## config.mk

```make
export PLATFORM = sky130hd
export DESIGN_NAME = base58_string_decoder_top
export DESIGN_NICKNAME = d
export VERILOG_FILES = /design/src/rtl/b58dec_pkg.sv /design/src/rtl/b58dec_ram.sv /design/src/rtl/b58dec_datapath.sv /design/src/rtl/b58dec_ctrl.sv /design/src/rtl/base58_string_decoder_top.sv
export SDC_FILE = /design/constraint.sdc
export NUM_CORES = 1
export LEC_CHECK = 0
export BUFFER_PORTS_ARGS = -buffer_cell sky130_fd_sc_hd__buf_2
export CAP_MARGIN = 15
export CORE_ASPECT_RATIO = 0.9
export CORE_MARGIN = 3
export CORE_UTILIZATION = 43
export DETAILED_ROUTE_END_ITERATION = 6
export GPL_TIMING_DRIVEN = 0
export PLACE_DENSITY = 0.57
export SLEW_MARGIN = 10
export SYNTH_ARGS = -nofsm -noshare
export SYNTH_HDL_FRONTEND = slang
export SYNTH_HIERARCHICAL = 1
export SYNTH_SLANG_ARGS = --single-unit
```

## constraint.sdc

```tcl
create_clock -name clk -period 7.5 [get_ports clk]
set_clock_uncertainty 0.1 [all_clocks]
set_input_delay 1.5 -clock clk [delete_from_list [all_inputs] [get_ports clk]]
set_output_delay 1.5 -clock clk [all_outputs]
set_load 0.01 [all_outputs]
```

## src/rtl/b58dec_pkg.sv

```systemverilog
// b58dec_pkg: shared constants, types and the alphabet lookup of the base58 decoder
// used by b58dec_ctrl, b58dec_datapath and the top level; depends on nothing
package b58dec_pkg;

	// size of the big number and derived widths
	localparam int NUM_BYTES = 64;
	localparam int ADDR_W    = $clog2(NUM_BYTES);
	localparam int LEN_W     = $clog2(NUM_BYTES + 1);

	// fixed result limits
	localparam int MAX_OUT   = 64;
	localparam int ZERO_SAT  = 65;
	localparam int RADIX     = 58;

	// character codes
	localparam logic [7:0] CH_ONE  = 8'h31;
	localparam logic [7:0] CH_NINE = 8'h39;
	localparam logic [7:0] CH_UA   = 8'h41;
	localparam logic [7:0] CH_UH   = 8'h48;
	localparam logic [7:0] CH_UJ   = 8'h4A;
	localparam logic [7:0] CH_UN   = 8'h4E;
	localparam logic [7:0] CH_UP   = 8'h50;
	localparam logic [7:0] CH_UZ   = 8'h5A;
	localparam logic [7:0] CH_LA   = 8'h61;
	localparam logic [7:0] CH_LK   = 8'h6B;
	localparam logic [7:0] CH_LM   = 8'h6D;
	localparam logic [7:0] CH_LZ   = 8'h7A;

	typedef enum logic [1:0] {
		ST_OK       = 2'd0,
		ST_BAD_CHAR = 2'd1,
		ST_OVERFLOW = 2'd2,
		ST_CAPACITY = 2'd3
	} status_t;

	typedef struct packed {
		logic       ok;
		logic [5:0] val;
	} digit_t;

	// controller to datapath
	typedef struct packed {
		logic accept;
		logic mac_start;
		logic mac_rd;
		logic end_calc;
		logic emit;
		logic clear;
	} b58dec_cmd_t;

	// datapath to controller
	typedef struct packed {
		logic mac_req;
		logic mac_last;
		logic eos_q;
		logic emit_done;
	} b58dec_sts_t;

	// alphabet lookup: characters 0, I, O and l are not digits
	function automatic digit_t digit_of(input logic [7:0] c);
		digit_t d;
		d.ok  = 1'b1;
		d.val = '0;
		if (c >= CH_ONE && c <= CH_NINE) begin
			d.val = 6'(c - CH_ONE);
		end else if (c >= CH_UA && c <= CH_UH) begin
			d.val = 6'(c - CH_UA) + 6'd9;
		end else if (c >= CH_UJ && c <= CH_UN) begin
			d.val = 6'(c - CH_UJ) + 6'd17;
		end else if (c >= CH_UP && c <= CH_UZ) begin
			d.val = 6'(c - CH_UP) + 6'd22;
		end else if (c >= CH_LA && c <= CH_LK) begin
			d.val = 6'(c - CH_LA) + 6'd33;
		end else if (c >= CH_LM && c <= CH_LZ) begin
			d.val = 6'(c - CH_LM) + 6'd44;
		end else begin
			d.ok = 1'b0;
		end
		return d;
	endfunction

endpackage

```

## src/rtl/b58dec_ram.sv

```systemverilog
// b58dec_ram: generic simple dual-port RAM, one write and one registered read port
// no dependencies
module b58dec_ram #(
	parameter int WIDTH = 8,
	parameter int DEPTH = 64
) (
	input  logic                     clk,
	input  logic                     we,
	input  logic [$clog2(DEPTH)-1:0] waddr,
	input  logic [WIDTH-1:0]         wdata,
	input  logic                     re,
	input  logic [$clog2(DEPTH)-1:0] raddr,
	output logic [WIDTH-1:0]         rdata
);

	logic [WIDTH-1:0] mem_q [DEPTH];
	logic [WIDTH-1:0] rdata_q;

	// write port
	always_ff @(posedge clk) begin
		if (we) begin
			mem_q[waddr] <= wdata;
		end
	end

	// registered read, holds while not enabled
	always_ff @(posedge clk) begin
		if (re) begin
			rdata_q <= mem_q[raddr];
		end
	end

	assign rdata = rdata_q;

endmodule

```

## src/rtl/b58dec_datapath.sv

```systemverilog
// b58dec_datapath: big number store, multiply-accumulate sweep, length and error
// tracking, and the result pipeline; depends on b58dec_pkg and b58dec_ram
module b58dec_datapath
	import b58dec_pkg::*;
(
	input  logic        clk,
	input  logic        arst_n,
	input  b58dec_cmd_t cmd,
	output b58dec_sts_t sts,
	input  logic        cfg_wr_en,
	input  logic [6:0]  cfg_wr_data,
	input  logic [7:0]  char_code,
	input  logic        has_char,
	input  logic        end_of_string,
	output logic        out_valid,
	input  logic        out_stall,
	output logic [7:0]  data_byte,
	output logic        has_byte,
	output logic [1:0]  status,
	output logic [6:0]  total_length,
	output logic        last_byte
);

	// string state
	logic [6:0]           cap_q;
	logic [6:0]           lz_q;
	logic                 past_q;
	status_t              err_q;
	logic                 eos_q;
	logic [LEN_W-1:0]     len_q;
	logic [NUM_BYTES-1:0] valid_q;

	// sweep state
	logic [ADDR_W-1:0]    idx_q;
	logic [6:0]           carry_q;
	logic                 mac_s1;
	logic [ADDR_W-1:0]    wr_idx_s1;
	logic                 rd_vld_s1;

	// result state
	logic [6:0]           k_q;
	logic [6:0]           n_q;
	logic [6:0]           tl_q;
	logic                 single_q;
	logic [ADDR_W-1:0]    rd_ptr_q;
	logic                 emit_s1;
	logic                 zero_s1;
	logic                 last_s1;
	logic                 out_vld_q;
	logic [7:0]           out_byte_q;
	logic                 out_has_q;
	logic [1:0]           out_st_q;
	logic [6:0]           out_tl_q;
	logic                 out_last_q;

	// ram ports
	logic                 ram_we;
	logic                 ram_re;
	logic [ADDR_W-1:0]    ram_raddr;
	logic [7:0]           ram_rdata;
	logic [7:0]           ram_wdata;

	// combinational helpers
	digit_t               dig;
	logic                 lead_one;
	logic [7:0]           rd_byte;
	logic [14:0]          mac_sum;
	logic [7:0]           total;
	logic [6:0]           cap_eff;
	status_t              end_err;
	logic                 end_single;
	logic                 out_free;
	logic                 s1_adv;
	logic                 issue;
	logic                 issue_zero;

	// input word classification
	assign dig      = digit_of(char_code);
	assign lead_one = !past_q && (char_code == CH_ONE);

	assign sts.mac_req   = has_char && !lead_one && (err_q == ST_OK) && dig.ok;
	assign sts.mac_last  = (idx_q == '0);
	assign sts.eos_q     = eos_q;
	assign sts.emit_done = (k_q == n_q) && !emit_s1;

	// read byte, unwritten entries read as zero
	assign rd_byte = rd_vld_s1 ? ram_rdata : 8'd0;

	// byte times radix plus carry
	assign mac_sum   = 15'(rd_byte) * 15'(RADIX) + 15'(carry_q);
	assign ram_we    = mac_s1;
	assign ram_wdata = mac_sum[7:0];

	// end of string: length and capacity check
	assign total      = 8'(lz_q) + 8'(len_q);
	assign cap_eff    = (cap_q > 7'(MAX_OUT)) ? 7'(MAX_OUT) : cap_q;
	assign end_err    = (err_q != ST_OK) ? err_q :
	                    (total > {1'b0, cap_eff}) ? ST_CAPACITY : ST_OK;
	assign end_single = (end_err != ST_OK) || (total == 8'd0);

	// result pipeline handshake
	assign out_free   = !out_vld_q || !out_stall;
	assign s1_adv     = emit_s1 && out_free;
	assign issue      = cmd.emit && (k_q != n_q) && (!emit_s1 || out_free);
	assign issue_zero = single_q || (k_q < lz_q);

	assign ram_re    = cmd.mac_rd || (issue && !issue_zero);
	assign ram_raddr = cmd.mac_rd ? idx_q : rd_ptr_q;

	b58dec_ram #(
		.WIDTH(8),
		.DEPTH(NUM_BYTES)
	) u_num_ram (
		.clk  (clk),
		.we   (ram_we),
		.waddr(wr_idx_s1),
		.wdata(ram_wdata),
		.re   (ram_re),
		.raddr(ram_raddr),
		.rdata(ram_rdata)
	);

	// capacity register
	always_ff @(posedge clk or negedge arst_n) begin
		if (!arst_n) begin
			cap_q <= 7'(MAX_OUT);
		end else if (cfg_wr_en) begin
			cap_q <= cfg_wr_data;
		end
	end

	// per-string state: leading ones, sticky error, value length, entry valid bits
	always_ff @(posedge clk or negedge arst_n) begin
		if (!arst_n) begin
			lz_q    <= '0;
			past_q  <= 1'b0;
			err_q   <= ST_OK;
			eos_q   <= 1'b0;
			len_q   <= '0;
			valid_q <= '0;
		end else begin
			if (cmd.accept) begin
				eos_q <= end_of_string;
				if (has_char) begin
					if (lead_one) begin
						if (lz_q < 7'(ZERO_SAT)) begin
							lz_q <= lz_q + 7'd1;
						end
					end else begin
						past_q <= 1'b1;
						if (err_q == ST_OK && !dig.ok) begin
							err_q <= ST_BAD_CHAR;
						end
					end
				end
			end
			if (cmd.mac_start) begin
				len_q <= '0;
			end
			if (mac_s1) begin
				valid_q[wr_idx_s1] <= 1'b1;
				if (mac_sum[7:0] != 8'd0) begin
					len_q <= LEN_W'(NUM_BYTES) - LEN_W'(wr_idx_s1);
				end
				if (wr_idx_s1 == '0 && mac_sum[14:8] != 7'd0) begin
					err_q <= ST_OVERFLOW;
				end
			end
			if (cmd.end_calc) begin
				err_q <= end_err;
			end
			if (cmd.clear) begin
				lz_q    <= '0;
				past_q  <= 1'b0;
				err_q   <= ST_OK;
				len_q   <= '0;
				valid_q <= '0;
			end
		end
	end

	// sweep control: read index and write stage
	always_ff @(posedge clk or negedge arst_n) begin
		if (!arst_n) begin
			idx_q  <= '0;
			mac_s1 <= 1'b0;
		end else begin
			mac_s1 <= cmd.mac_rd;
			if (cmd.mac_start) begin
				idx_q <= ADDR_W'(NUM_BYTES - 1);
			end else if (cmd.mac_rd) begin
				idx_q <= idx_q - ADDR_W'(1);
			end
		end
	end

	// sweep payload: carry chain, write address, entry valid sample
	always_ff @(posedge clk) begin
		if (cmd.mac_start) begin
			carry_q <= 7'(dig.val);
		end else if (mac_s1) begin
			carry_q <= mac_sum[14:8];
		end
		if (cmd.mac_rd) begin
			wr_idx_s1 <= idx_q;
		end
		if (ram_re) begin
			rd_vld_s1 <= valid_q[ram_raddr];
		end
	end

	// result sequencing counters
	always_ff @(posedge clk or negedge arst_n) begin
		if (!arst_n) begin
			k_q     <= '0;
			n_q     <= '0;
			emit_s1 <= 1'b0;
		end else begin
			if (cmd.end_calc) begin
				k_q <= '0;
				n_q <= end_single ? 7'd1 : total[6:0];
			end else if (issue) begin
				k_q <= k_q + 7'd1;
			end
			if (issue) begin
				emit_s1 <= 1'b1;
			end else if (s1_adv) begin
				emit_s1 <= 1'b0;
			end
		end
	end

	// result sequencing payload
	always_ff @(posedge clk) begin
		if (cmd.end_calc) begin
			single_q <= end_single;
			tl_q     <= end_single ? 7'd0 : total[6:0];
			rd_ptr_q <= ADDR_W'(LEN_W'(NUM_BYTES) - len_q);
		end else if (issue && !issue_zero) begin
			rd_ptr_q <= rd_ptr_q + ADDR_W'(1);
		end
		if (issue) begin
			zero_s1 <= issue_zero;
			last_s1 <= (k_q + 7'd1) == n_q;
		end
	end

	// output register
	always_ff @(posedge clk or negedge arst_n) begin
		if (!arst_n) begin
			out_vld_q <= 1'b0;
		end else if (s1_adv) begin
			out_vld_q <= 1'b1;
		end else if (!out_stall) begin
			out_vld_q <= 1'b0;
		end
	end

	always_ff @(posedge clk) begin
		if (s1_adv) begin
			out_byte_q <= zero_s1 ? 8'd0 : rd_byte;
			out_has_q  <= !single_q;
			out_st_q   <= err_q;
			out_tl_q   <= tl_q;
			out_last_q <= last_s1;
		end
	end

	assign out_valid    = out_vld_q;
	assign data_byte    = out_byte_q;
	assign has_byte     = out_has_q;
	assign status       = out_st_q;
	assign total_length = out_tl_q;
	assign last_byte    = out_last_q;

endmodule

```

## src/rtl/b58dec_ctrl.sv

```systemverilog
// b58dec_ctrl: controller state machine of the base58 decoder
// depends on b58dec_pkg; drives commands to b58dec_datapath
module b58dec_ctrl
	import b58dec_pkg::*;
(
	input  logic        clk,
	input  logic        arst_n,
	input  logic        in_valid,
	input  logic        end_of_string,
	output logic        in_stall,
	input  b58dec_sts_t sts,
	output b58dec_cmd_t cmd
);

	typedef enum logic [4:0] {
		S_IDLE = 5'b00001,
		S_MAC  = 5'b00010,
		S_TAIL = 5'b00100,
		S_END  = 5'b01000,
		S_EMIT = 5'b10000
	} state_t;

	state_t state_q;
	state_t state_d;

	assign in_stall = (state_q != S_IDLE);

	// next state and commands
	always_comb begin
		state_d = state_q;
		cmd     = '0;
		unique case (state_q)
			S_IDLE: begin
				if (in_valid) begin
					cmd.accept = 1'b1;
					if (sts.mac_req) begin
						cmd.mac_start = 1'b1;
						state_d       = S_MAC;
					end else if (end_of_string) begin
						state_d = S_END;
					end
				end
			end
			S_MAC: begin
				cmd.mac_rd = 1'b1;
				if (sts.mac_last) begin
					state_d = S_TAIL;
				end
			end
			S_TAIL: begin
				state_d = sts.eos_q ? S_END : S_IDLE;
			end
			S_END: begin
				cmd.end_calc = 1'b1;
				state_d      = S_EMIT;
			end
			S_EMIT: begin
				cmd.emit = 1'b1;
				if (sts.emit_done) begin
					cmd.clear = 1'b1;
					state_d   = S_IDLE;
				end
			end
			default: begin
				state_d = S_IDLE;
			end
		endcase
	end

	// state register
	always_ff @(posedge clk or negedge arst_n) begin
		if (!arst_n) begin
			state_q <= S_IDLE;
		end else begin
			state_q <= state_d;
		end
	end

endmodule

```

## src/rtl/base58_string_decoder_top.sv

```systemverilog
// base58_string_decoder_top: top level of the base58 string decoder
// depends on b58dec_pkg, b58dec_ctrl and b58dec_datapath
//
// Decodes a base58 string given one character per input word, without checksum. Leading
// '1' characters count as zero bytes (saturating at 65); every other character is folded
// into a NUM_BYTES-byte big number held in a small RAM. A character that enters the
// number is accepted and then folded in by a read-modify-write of one byte per cycle over
// the whole number, set by the single RAM write port. Leading ones, characters after an
// error, and words without a character are only accepted. The word that ends the string
// leads to a length and capacity check, then the results follow at one word per cycle
// while out_stall is low, the first passing through the read stage and the output
// register; the next string is accepted once the last result has entered the output
// register. Errors give a single result with has_byte low and a nonzero status; an empty
// string gives a single result with status ok and total_length zero.
module base58_string_decoder_top
	import b58dec_pkg::*;
(
	input  logic       clk,
	input  logic       arst_n,
	input  logic       cfg_wr_en,
	input  logic [6:0] cfg_wr_data,
	input  logic       in_valid,
	output logic       in_stall,
	input  logic [7:0] char_code,
	input  logic       has_char,
	input  logic       end_of_string,
	output logic       out_valid,
	input  logic       out_stall,
	output logic [7:0] data_byte,
	output logic       has_byte,
	output logic [1:0] status,
	output logic [6:0] total_length,
	output logic       last_byte
);

	b58dec_cmd_t cmd;
	b58dec_sts_t sts;

	// controller
	b58dec_ctrl u_ctrl (
		.clk          (clk),
		.arst_n       (arst_n),
		.in_valid     (in_valid),
		.end_of_string(end_of_string),
		.in_stall     (in_stall),
		.sts          (sts),
		.cmd          (cmd)
	);

	// datapath
	b58dec_datapath u_datapath (
		.clk          (clk),
		.arst_n       (arst_n),
		.cmd          (cmd),
		.sts          (sts),
		.cfg_wr_en    (cfg_wr_en),
		.cfg_wr_data  (cfg_wr_data),
		.char_code    (char_code),
		.has_char     (has_char),
		.end_of_string(end_of_string),
		.out_valid    (out_valid),
		.out_stall    (out_stall),
		.data_byte    (data_byte),
		.has_byte     (has_byte),
		.status       (status),
		.total_length (total_length),
		.last_byte    (last_byte)
	);

endmodule
```

==> results of run 1 <==
## cells in the mapped netlist, types with 19 or more instances
cell type / number
dfrtp_1: 115
nand2b_1: 20
mux2_2: 33
xnor2_1: 39
nand2_1: 83
nor2b_1: 29
clkbuf_1: 57
edfxtp_1: 568
nor2_1: 218
nand3_1: 37
mux2i_1: 58
xor2_1: 35
and2_1: 21
inv_1: 51
mux4_2: 131
a211oi_1: 19
ha_1: 68
nor3_1: 24
o21ai_0: 25
a21oi_1: 96
## path summary, 6_finish.rpt
check,start,end,slack (ps)
max in group asynchronous,arst_n,u_datapath/cap_q[6],5880
min,u_datapath/tl_q[2],u_datapath/total_length[2],320
max reg2reg,u_ctrl/state_q[2],u_datapath/u_num_ram/rdata[3],1510
min in group asynchronous,arst_n,u_datapath/valid_q[10],690
max,u_ctrl/state_q[2],u_datapath/u_num_ram/rdata[3],1510
min reg2reg,u_datapath/tl_q[2],u_datapath/total_length[2],320
## registers in the layout, summed over array words and instances (netlist names), 7 cells and up
name                        cells
u_datapath/tl_q                 7
u_datapath/lz_q                 7
u_datapath/carry_q              7
u_datapath/n_q                  7
u_datapath/u_num_ram/mem_q    512
u_datapath/valid_q             64
u_datapath/k_q                  7
u_datapath/len_q                7
u_datapath/total_length         7
u_datapath/u_num_ram/rdata      8
u_datapath/data_byte            8
u_datapath/cap_q                7
## final cells by class
cell class                      count  share of cell area, %
Buffer                            101                   1.54
Clock buffer                       93                   5.59
Clock inverter                     36                  0.748
Inverter                           51                  0.551
Multi-Input combinational cell   1170                   28.8
Sequential cell                   686                   57.5
Tap cell                          940                   3.38
Timing Repair Buffer               69                   1.80
## metrics by stage
stage	util (%)	hold slack, ps	std cells
floorplan	-	300	2008
global placement	45.6	308	2988
detailed placement	46.3	310	3016
CTS	49.4	323	3145
global route	49.4	324	3146
finish	49.4	321	3146
## metal layers
metal / GRT usage, % / share of wire (%)
met5: 0 / 0
met4: 4.94 / 2.0
met3: 4.14 / 6.7
met2: 31.9 / 45
met1: 31.6 / 46
## power groups by stage
stage / Combinational [uW] / Clock [uW] / Sequential, uW
after floorplan: 1240 / 0 / 4490
after global placement: 1790 / 0 / 4540
after detailed placement: 1900 / 0 / 4510
after CTS: 1910 / 3420 / 4430
after global routing: 2080 / 3580 / 4440
final: 1920 / 3340 / 4430
## cell families after synthesis
family / after synthesis
flip-flops: 686
AND/OR/NAND/NOR: 511
AO/OA/AOI/OAI: 286
adder cells (fa/ha/maj): 76
buffers and inverters: 152
multiplexers: 222
XOR/XNOR: 75
## worst max-delay path: stages (launching register included)
cell and delay [ps]:
dfrtp_1 410, nor2_1 270, and3_1 660, mux2i_1 630, clkbuf_1 480, clkbuf_1 500, inv_1 100, buf_4 210
buf_2 290, buf_4 300, mux4_2 310, a2111oi_0 1090, o41ai_1 280
==> metrics.md, run 1 <==
| Metric | Value |
|---|---|
| Switching share of power | `27.8%` |
| Gate power share | `19.8%` |
| Chip Width | `288 microns` |
| GPL Wtd Cong | `0.891` |
| Pre-CTS setup slack | `1570 ps` |
| GRT Util Overall | `21.1%` |
| Fin Setup TNS | `0 ps` |
| FF+latch area | `0.0200 sq mm` |
| CTS root buf | `clkbuf_16` |
| Main synth FF type | `edfxtp_1` |
| Nets@finish | `2,250` |
| Status | `finished clean` |
| Clock insertion delay at the later pin of the skew report | `610 ps` |
| CP Launch Type | `flip-flop` |
| Num rows | `92` |
| H-tree depth | `3` |
| #FFs+latches synth | `686` |
| Layout cells sized above 1 | `18.2%` |
| Final setup viols | `0` |
| Commonest cells after routing, fill and taps aside | `edfxtp_1, nor2_1, mux4_2` |
| Register area share after synthesis | `65.2%` |
| Post-route DRC | `0` |
| Cell taking the most area after synthesis | `edfxtp_1` |
| Crit Path Max Fanout | `13` |
| CTS sink cnt | `686` |
| Placed instance area | `0.0326 sq mm` |
| Relative slew slack | `14.9%` |
| CP Class | `flip-flop to flip-flop` |
| Area of the multi-input gates | `0.0100 sq mm` |
| TritonCTS clock tree | `done` |
| Hold Path Depth | `0` |
| Fin. max-slew vios | `0` |
| Synth area leaders | `edfxtp_1, mux4_2, dfrtp_1` |
| Starting Density | `43.7%` |
| Grt total ovfl | `0` |
| Antenna cells | `0` |
| Depth of the worst register-to-register path | `12` |
| Complex-gate fraction of the synthesized area | `6.32%` |
| Area growth syn-to-layout | `13.2%` |
| Final period demand of the worst path | `5990 ps` |
| Post-DP HPWL | `54,000 microns` |
| Clock share of power | `34.5%` |
| Hold Vio Cnt, Final | `0` |
| Largest net degree at the start of global routing | `86` |
| Filler cells | `5,884` |
| Hold crit path type | `flip-flop to flip-flop` |
| Vias | `18.2k` |
| Design Area, Final | `0.0348 sq mm` |
| Max Cap Viol | `0` |
| Peak supply drop | `0.161 mV` |
| Max clock buf depth | `3` |
| PD cells | `279 mW/mm^2` |
| Mapped Cells | `2,008` |
| Req. time, crit path | `7680 ps` |
| Die area | `0.0747 sq mm` |
| Number of synthesized flops with an enable pin | `568` |
| Final worst slack | `1510 ps` |
| Final Power | `9690 uW` |
| Hold Buf Count CTS | `0` |
| Syn Nets | `2,106` |
| Largest family of logic cells by synthesized area | `multiplexers` |
| PortBufs | `40` |
| Chip height | `260 microns` |
| First-pass GRT wire length | `117,000 microns` |
| Syn. warnings | `6` |
| Vias in the first global route | `18.2k` |
| Post-cts resize count | `0` |
| Simple-gate share of the synthesized area | `7.99%` |
| Syn Area/Cell | `15.3 sq um` |
| Share of flip-flops with an asynchronous set or reset | `17.1%` |
| Post-Synth XOR/XNOR Area | `2.16%` |
| Static Leak | `0.0124 uW` |
| Arrival @ worst endpoint | `6170 ps` |
| Num ports | `43` |
| Top-area cell type share of the netlist area | `55.5%` |
| Actual slew at the worst max-slew pin | `1240 ps` |
| DRT iter0 DRCs | `1,672` |
| Sequential fraction of design power | `45.7%` |
| Antenna violations before repair | `0` |
| DR pass1 iterations | `6` |
| Clock transition at path regs | `60 ps` |
| Int Power | `7000 uW` |
| Routed Antenna Nets | `0` |
| Routed vias/inst | `5.79` |
| CP Capture Type | `flip-flop` |
| Cts bufs inserted | `73` |
| Psw | `2690 uW` |
| Post-synthesis adder-cell area fraction | `3.29%` |
| Commonest non-fill, non-tap cell in the layout | `edfxtp_1` |
| Post-CTS Repair Setup Buffers | `0` |
| Max Freq | `167 MHz` |
| Netlist cell types | `89` |
| Post-DR wirelength/cell | `24.7 microns` |
| Routed wire length | `77,600 microns` |
| Mapped cell area | `0.0307 sq mm` |
| Unrepaired setup endpoints after global routing | `false` |
| Core ar. | `0.0703 sq mm` |
| Final worst-path cycle share | `79.9%` |
| Mux share of post-synthesis cell area | `12.7%` |
Power figures use the tool's default switching activity.
==> run 2: changes to the inputs <==
--- a/config.mk
+++ b/config.mk
@@ -5,6 +5,7 @@
 export SDC_FILE = /design/constraint.sdc
 export NUM_CORES = 1
 export LEC_CHECK = 0
+export ABC_AREA = 1
 export BUFFER_PORTS_ARGS = -buffer_cell sky130_fd_sc_hd__buf_2
 export CAP_MARGIN = 15
 export CORE_ASPECT_RATIO = 0.9
@@ -12,7 +13,7 @@
 export CORE_UTILIZATION = 43
 export DETAILED_ROUTE_END_ITERATION = 6
 export GPL_TIMING_DRIVEN = 0
-export PLACE_DENSITY = 0.57
+export PLACE_DENSITY = 0.59
 export SLEW_MARGIN = 10
 export SYNTH_ARGS = -nofsm -noshare
 export SYNTH_HDL_FRONTEND = slang
==> constraint.sdc (replaced) <==
create_clock -name clk -period 4.9 [get_ports clk]
set_clock_uncertainty 0.1 [all_clocks]
set_input_delay 0.98 -clock clk [delete_from_list [all_inputs] [get_ports clk]]
set_output_delay 0.98 -clock clk [all_outputs]
set_load 0.01 [all_outputs]
==> run 2 against run 1 <==
Clock power is 68% higher. Synthesized cell count is 58% higher. Largest power group unchanged. Non-clock buffer count is 44 higher. Critical path depth is 10 higher. Global-route usage is 2.7 points higher. Total power is 79% higher. Design area is 5.7% higher. Worst hold slack worse by 76 ps.
==> metrics.md, run 2 <==
| Metric | Value |
|---|---|
| GPL Wtd Cong | `0.894` |
| Crit Path Max Fanout | `24` |
| Max FFs per register | `512` |
| Mapped Cells | `3,171` |
| Layout cells sized above 1 | `11.1%` |
| Top-area cell type share of the netlist area | `52.9%` |
| Register area share after synthesis | `62.0%` |
| Status | `finished clean` |
| Routed Antenna Nets | `0` |
| Antenna violations before repair | `1` |
| Most common cell in the netlist | `nand2_1` |
| Vias in the first global route | `23.0k` |
| TritonCTS clock tree | `done` |
| #FFs+latches synth | `686` |
| First-pass GRT wire length | `141,000 microns` |
| Max clock buf depth | `3` |
| Final period demand of the worst path | `4540 ps` |
| Chip height | `266 microns` |
| Post-DP HPWL | `66,600 microns` |
| Num rows | `94` |
| Peak supply drop | `0.270 mV` |
| Grt total ovfl | `0` |
| Placed Cells | `4,199` |
| Syn Area/Cell | `10.2 sq um` |
| CTS root buf | `clkbuf_16` |
| Largest register by flop count | `u_datapath/u_num_ram/mem_q` |
| Number of synthesized flops with an enable pin | `568` |
| DR pass1 iterations | `5` |
| Max Cap Viol | `0` |
| Post-synth top cells | `nand2_1, edfxtp_1, nand3_1, nor2_1, inv_1` |
| Syn. warnings | `6` |
| Mapped cell area | `0.0323 sq mm` |
| Max Freq | `221 MHz` |
| Commonest non-fill, non-tap cell in the layout | `nand2_1` |
| Synth area leaders | `edfxtp_1, nand2_1, dfrtp_1` |
| Num ports | `43` |
| Relative slew slack | `16.3%` |
| Main synth FF type | `edfxtp_1` |
| Unrepaired setup endpoints after global routing | `false` |
| Commonest cells after routing, fill and taps aside | `nand2_1, edfxtp_1, nand3_1` |
| PortBufs | `40` |
| CTS sink cnt | `686` |
| Req. time, crit path | `5290 ps` |
| CP Launch Type | `flip-flop` |
| Clock insertion delay at the later pin of the skew report | `620 ps` |
| Static Leak | `0.0147 uW` |
| Syn Nets | `3,269` |
| Final std cells w/o fill | `4,333` |
| Arrival @ worst endpoint | `4920 ps` |
| GRT Util Overall | `23.8%` |
| Post-CTS Repair Setup Buffers | `0` |
| CP Class | `flip-flop to flip-flop` |
| Routed vias/inst | `5.60` |
| Post-route DRC | `0` |
| Area growth syn-to-layout | `13.9%` |
| Nets@finish | `3,412` |
| Share of flip-flops with an asynchronous set or reset | `17.1%` |
| Cts bufs inserted | `73` |
| Largest net degree at the start of global routing | `66` |
| CP Capture Type | `flip-flop` |
| Hold crit path type | `input port to async pin` |
| Cell taking the most area after synthesis | `edfxtp_1` |
| Core ar. | `0.0737 sq mm` |
| DRT iter0 DRCs | `2,627` |
| Post-DR wirelength/cell | `21.5 microns` |
| Final Util | `49.8%` |
| Vias | `24.3k` |
| Fin. max-slew vios | `0` |
| Chip Width | `295 microns` |
| Actual slew at the worst max-slew pin | `1250 ps` |
| Clock transition at path regs | `60 ps` |
| Hold slack | `245 ps` |
| PD cells | `472 mW/mm^2` |
| Routed wire length | `93,300 microns` |
| Netlist cell types | `61` |
| Die area | `0.0784 sq mm` |
| Hold Vio Cnt, Final | `0` |
| Biggest regs | `u_datapath/u_num_ram/mem_q (512), u_datapath/valid_q (64)` |
| Starting Density | `43.8%` |
| Final setup viols | `0` |
| Antenna cells | `0` |
| Final worst-path cycle share | `92.6%` |
| H-tree depth | `3` |
==> run 2: cell count changes after synthesis, moves of 30 or more <==
cell,delta
mux2i_1,-58
inv_1,+138
nand2_1,+819
mux4_2,-131
buf_2,+30
o21ai_0,+51
nand3_1,+487
buf_6,+30
==> run 2: area by class of cell <==
cell class,count,area [sq um]
buffer,146,970
clock buffer,99,2040
clock inverter,35,397
fill,6631,37000
inverter,208,787
multi-input combinational,2131,10700
sequential,686,20000
tap,960,1200
timing repair buffer,68,677
==> run 2: path summary, 6_finish.rpt <==
path	from	to	slack, ps	cells past startpoint
min reg2reg	u_datapath/tl_q[6]	u_datapath/total_length[6]	320	0
max in group asynchronous	arst_n	u_datapath/valid_q[13]	3750	2
min in group clk	u_datapath/tl_q[6]	u_datapath/total_length[6]	320	0
max	u_datapath/rd_vld_s1	u_datapath/len_q[0]	360	22
max reg2reg	u_datapath/rd_vld_s1	u_datapath/len_q[0]	360	22
min	arst_n	u_datapath/n_q[6]	240	1
==> run 2: power breakdown <==
group          internal, uW  switching, uW
Clock                  3310           2300
Sequential             6900            174
Combinational          1430           3220
Total                 11600           5690
==> run 2: cells by family (layout without fill, tap and decap cells) <==
group	count (synthesis)	in the layout	synth area share, %
fa+ha+maj	76	76	3.13
flops	686	686	62.0
mux	5	5	0.174
simple gates	1755	1755	23.7
xor+xnor	30	30	0.896
buf+inv	354	556	5.44
compound gates	265	265	4.64
==> run 2: metrics by stage <==
| stage | area [sq um] | total power (uW) | setup TNS, ps | setup WS (ps) |
|---|---|---|---|---|
| 3_3_place_gp | 33700 | 11500 | -414090 | -2410 |
| 6_report | 36700 | 17300 | 0 | 365 |
| 3_5_place_dp | 34300 | 11800 | 0 | 294 |
| 4_1_cts | 36700 | 17400 | 0 | 298 |
| 2_1_floorplan | 32300 | 10000 | 0 | 22.4 |
| 5_1_grt | 36700 | 18100 | 0 | 7.82 |
==> run 2: what timing repair did <==
item	4_1_cts	5_1_grt
resized for setup	0	2
setup endpoints to repair	0	13
hold buffers	0	0
==> run 2: routing by layer <==
| layer | vias up | part of all wire (%) | global-route usage, % |
|---|---|---|---|
| met4 | 0 | 2.2 | 6.35 |
| met3 | 135 | 8.2 | 3.54 |
| li1 | 11200 | - | - |
| met5 | - | 0 | 0 |
| met2 | 1033 | 45 | 36.8 |
| met1 | 11900 | 45 | 35.2 |
==> run 2: critical path, cell delays in order, from the launching register on <==
cell and delay [ps]:
edfxtp_1 480, buf_6 200, nand2_4 100, nand2_1 60, o21a_1 130, inv_1 80, nand2_1 50, nand2_1 60
inv_1 40, ha_1 260, ha_1 320, fa_1 500, ha_1 450, nand2_1 80, inv_1 110, nand3_2 100
nand2_4 110, xor2_4 650, nor2_4 50, nand3_4 160, nand2_4 100, o21ai_1 150, nor2_1 50
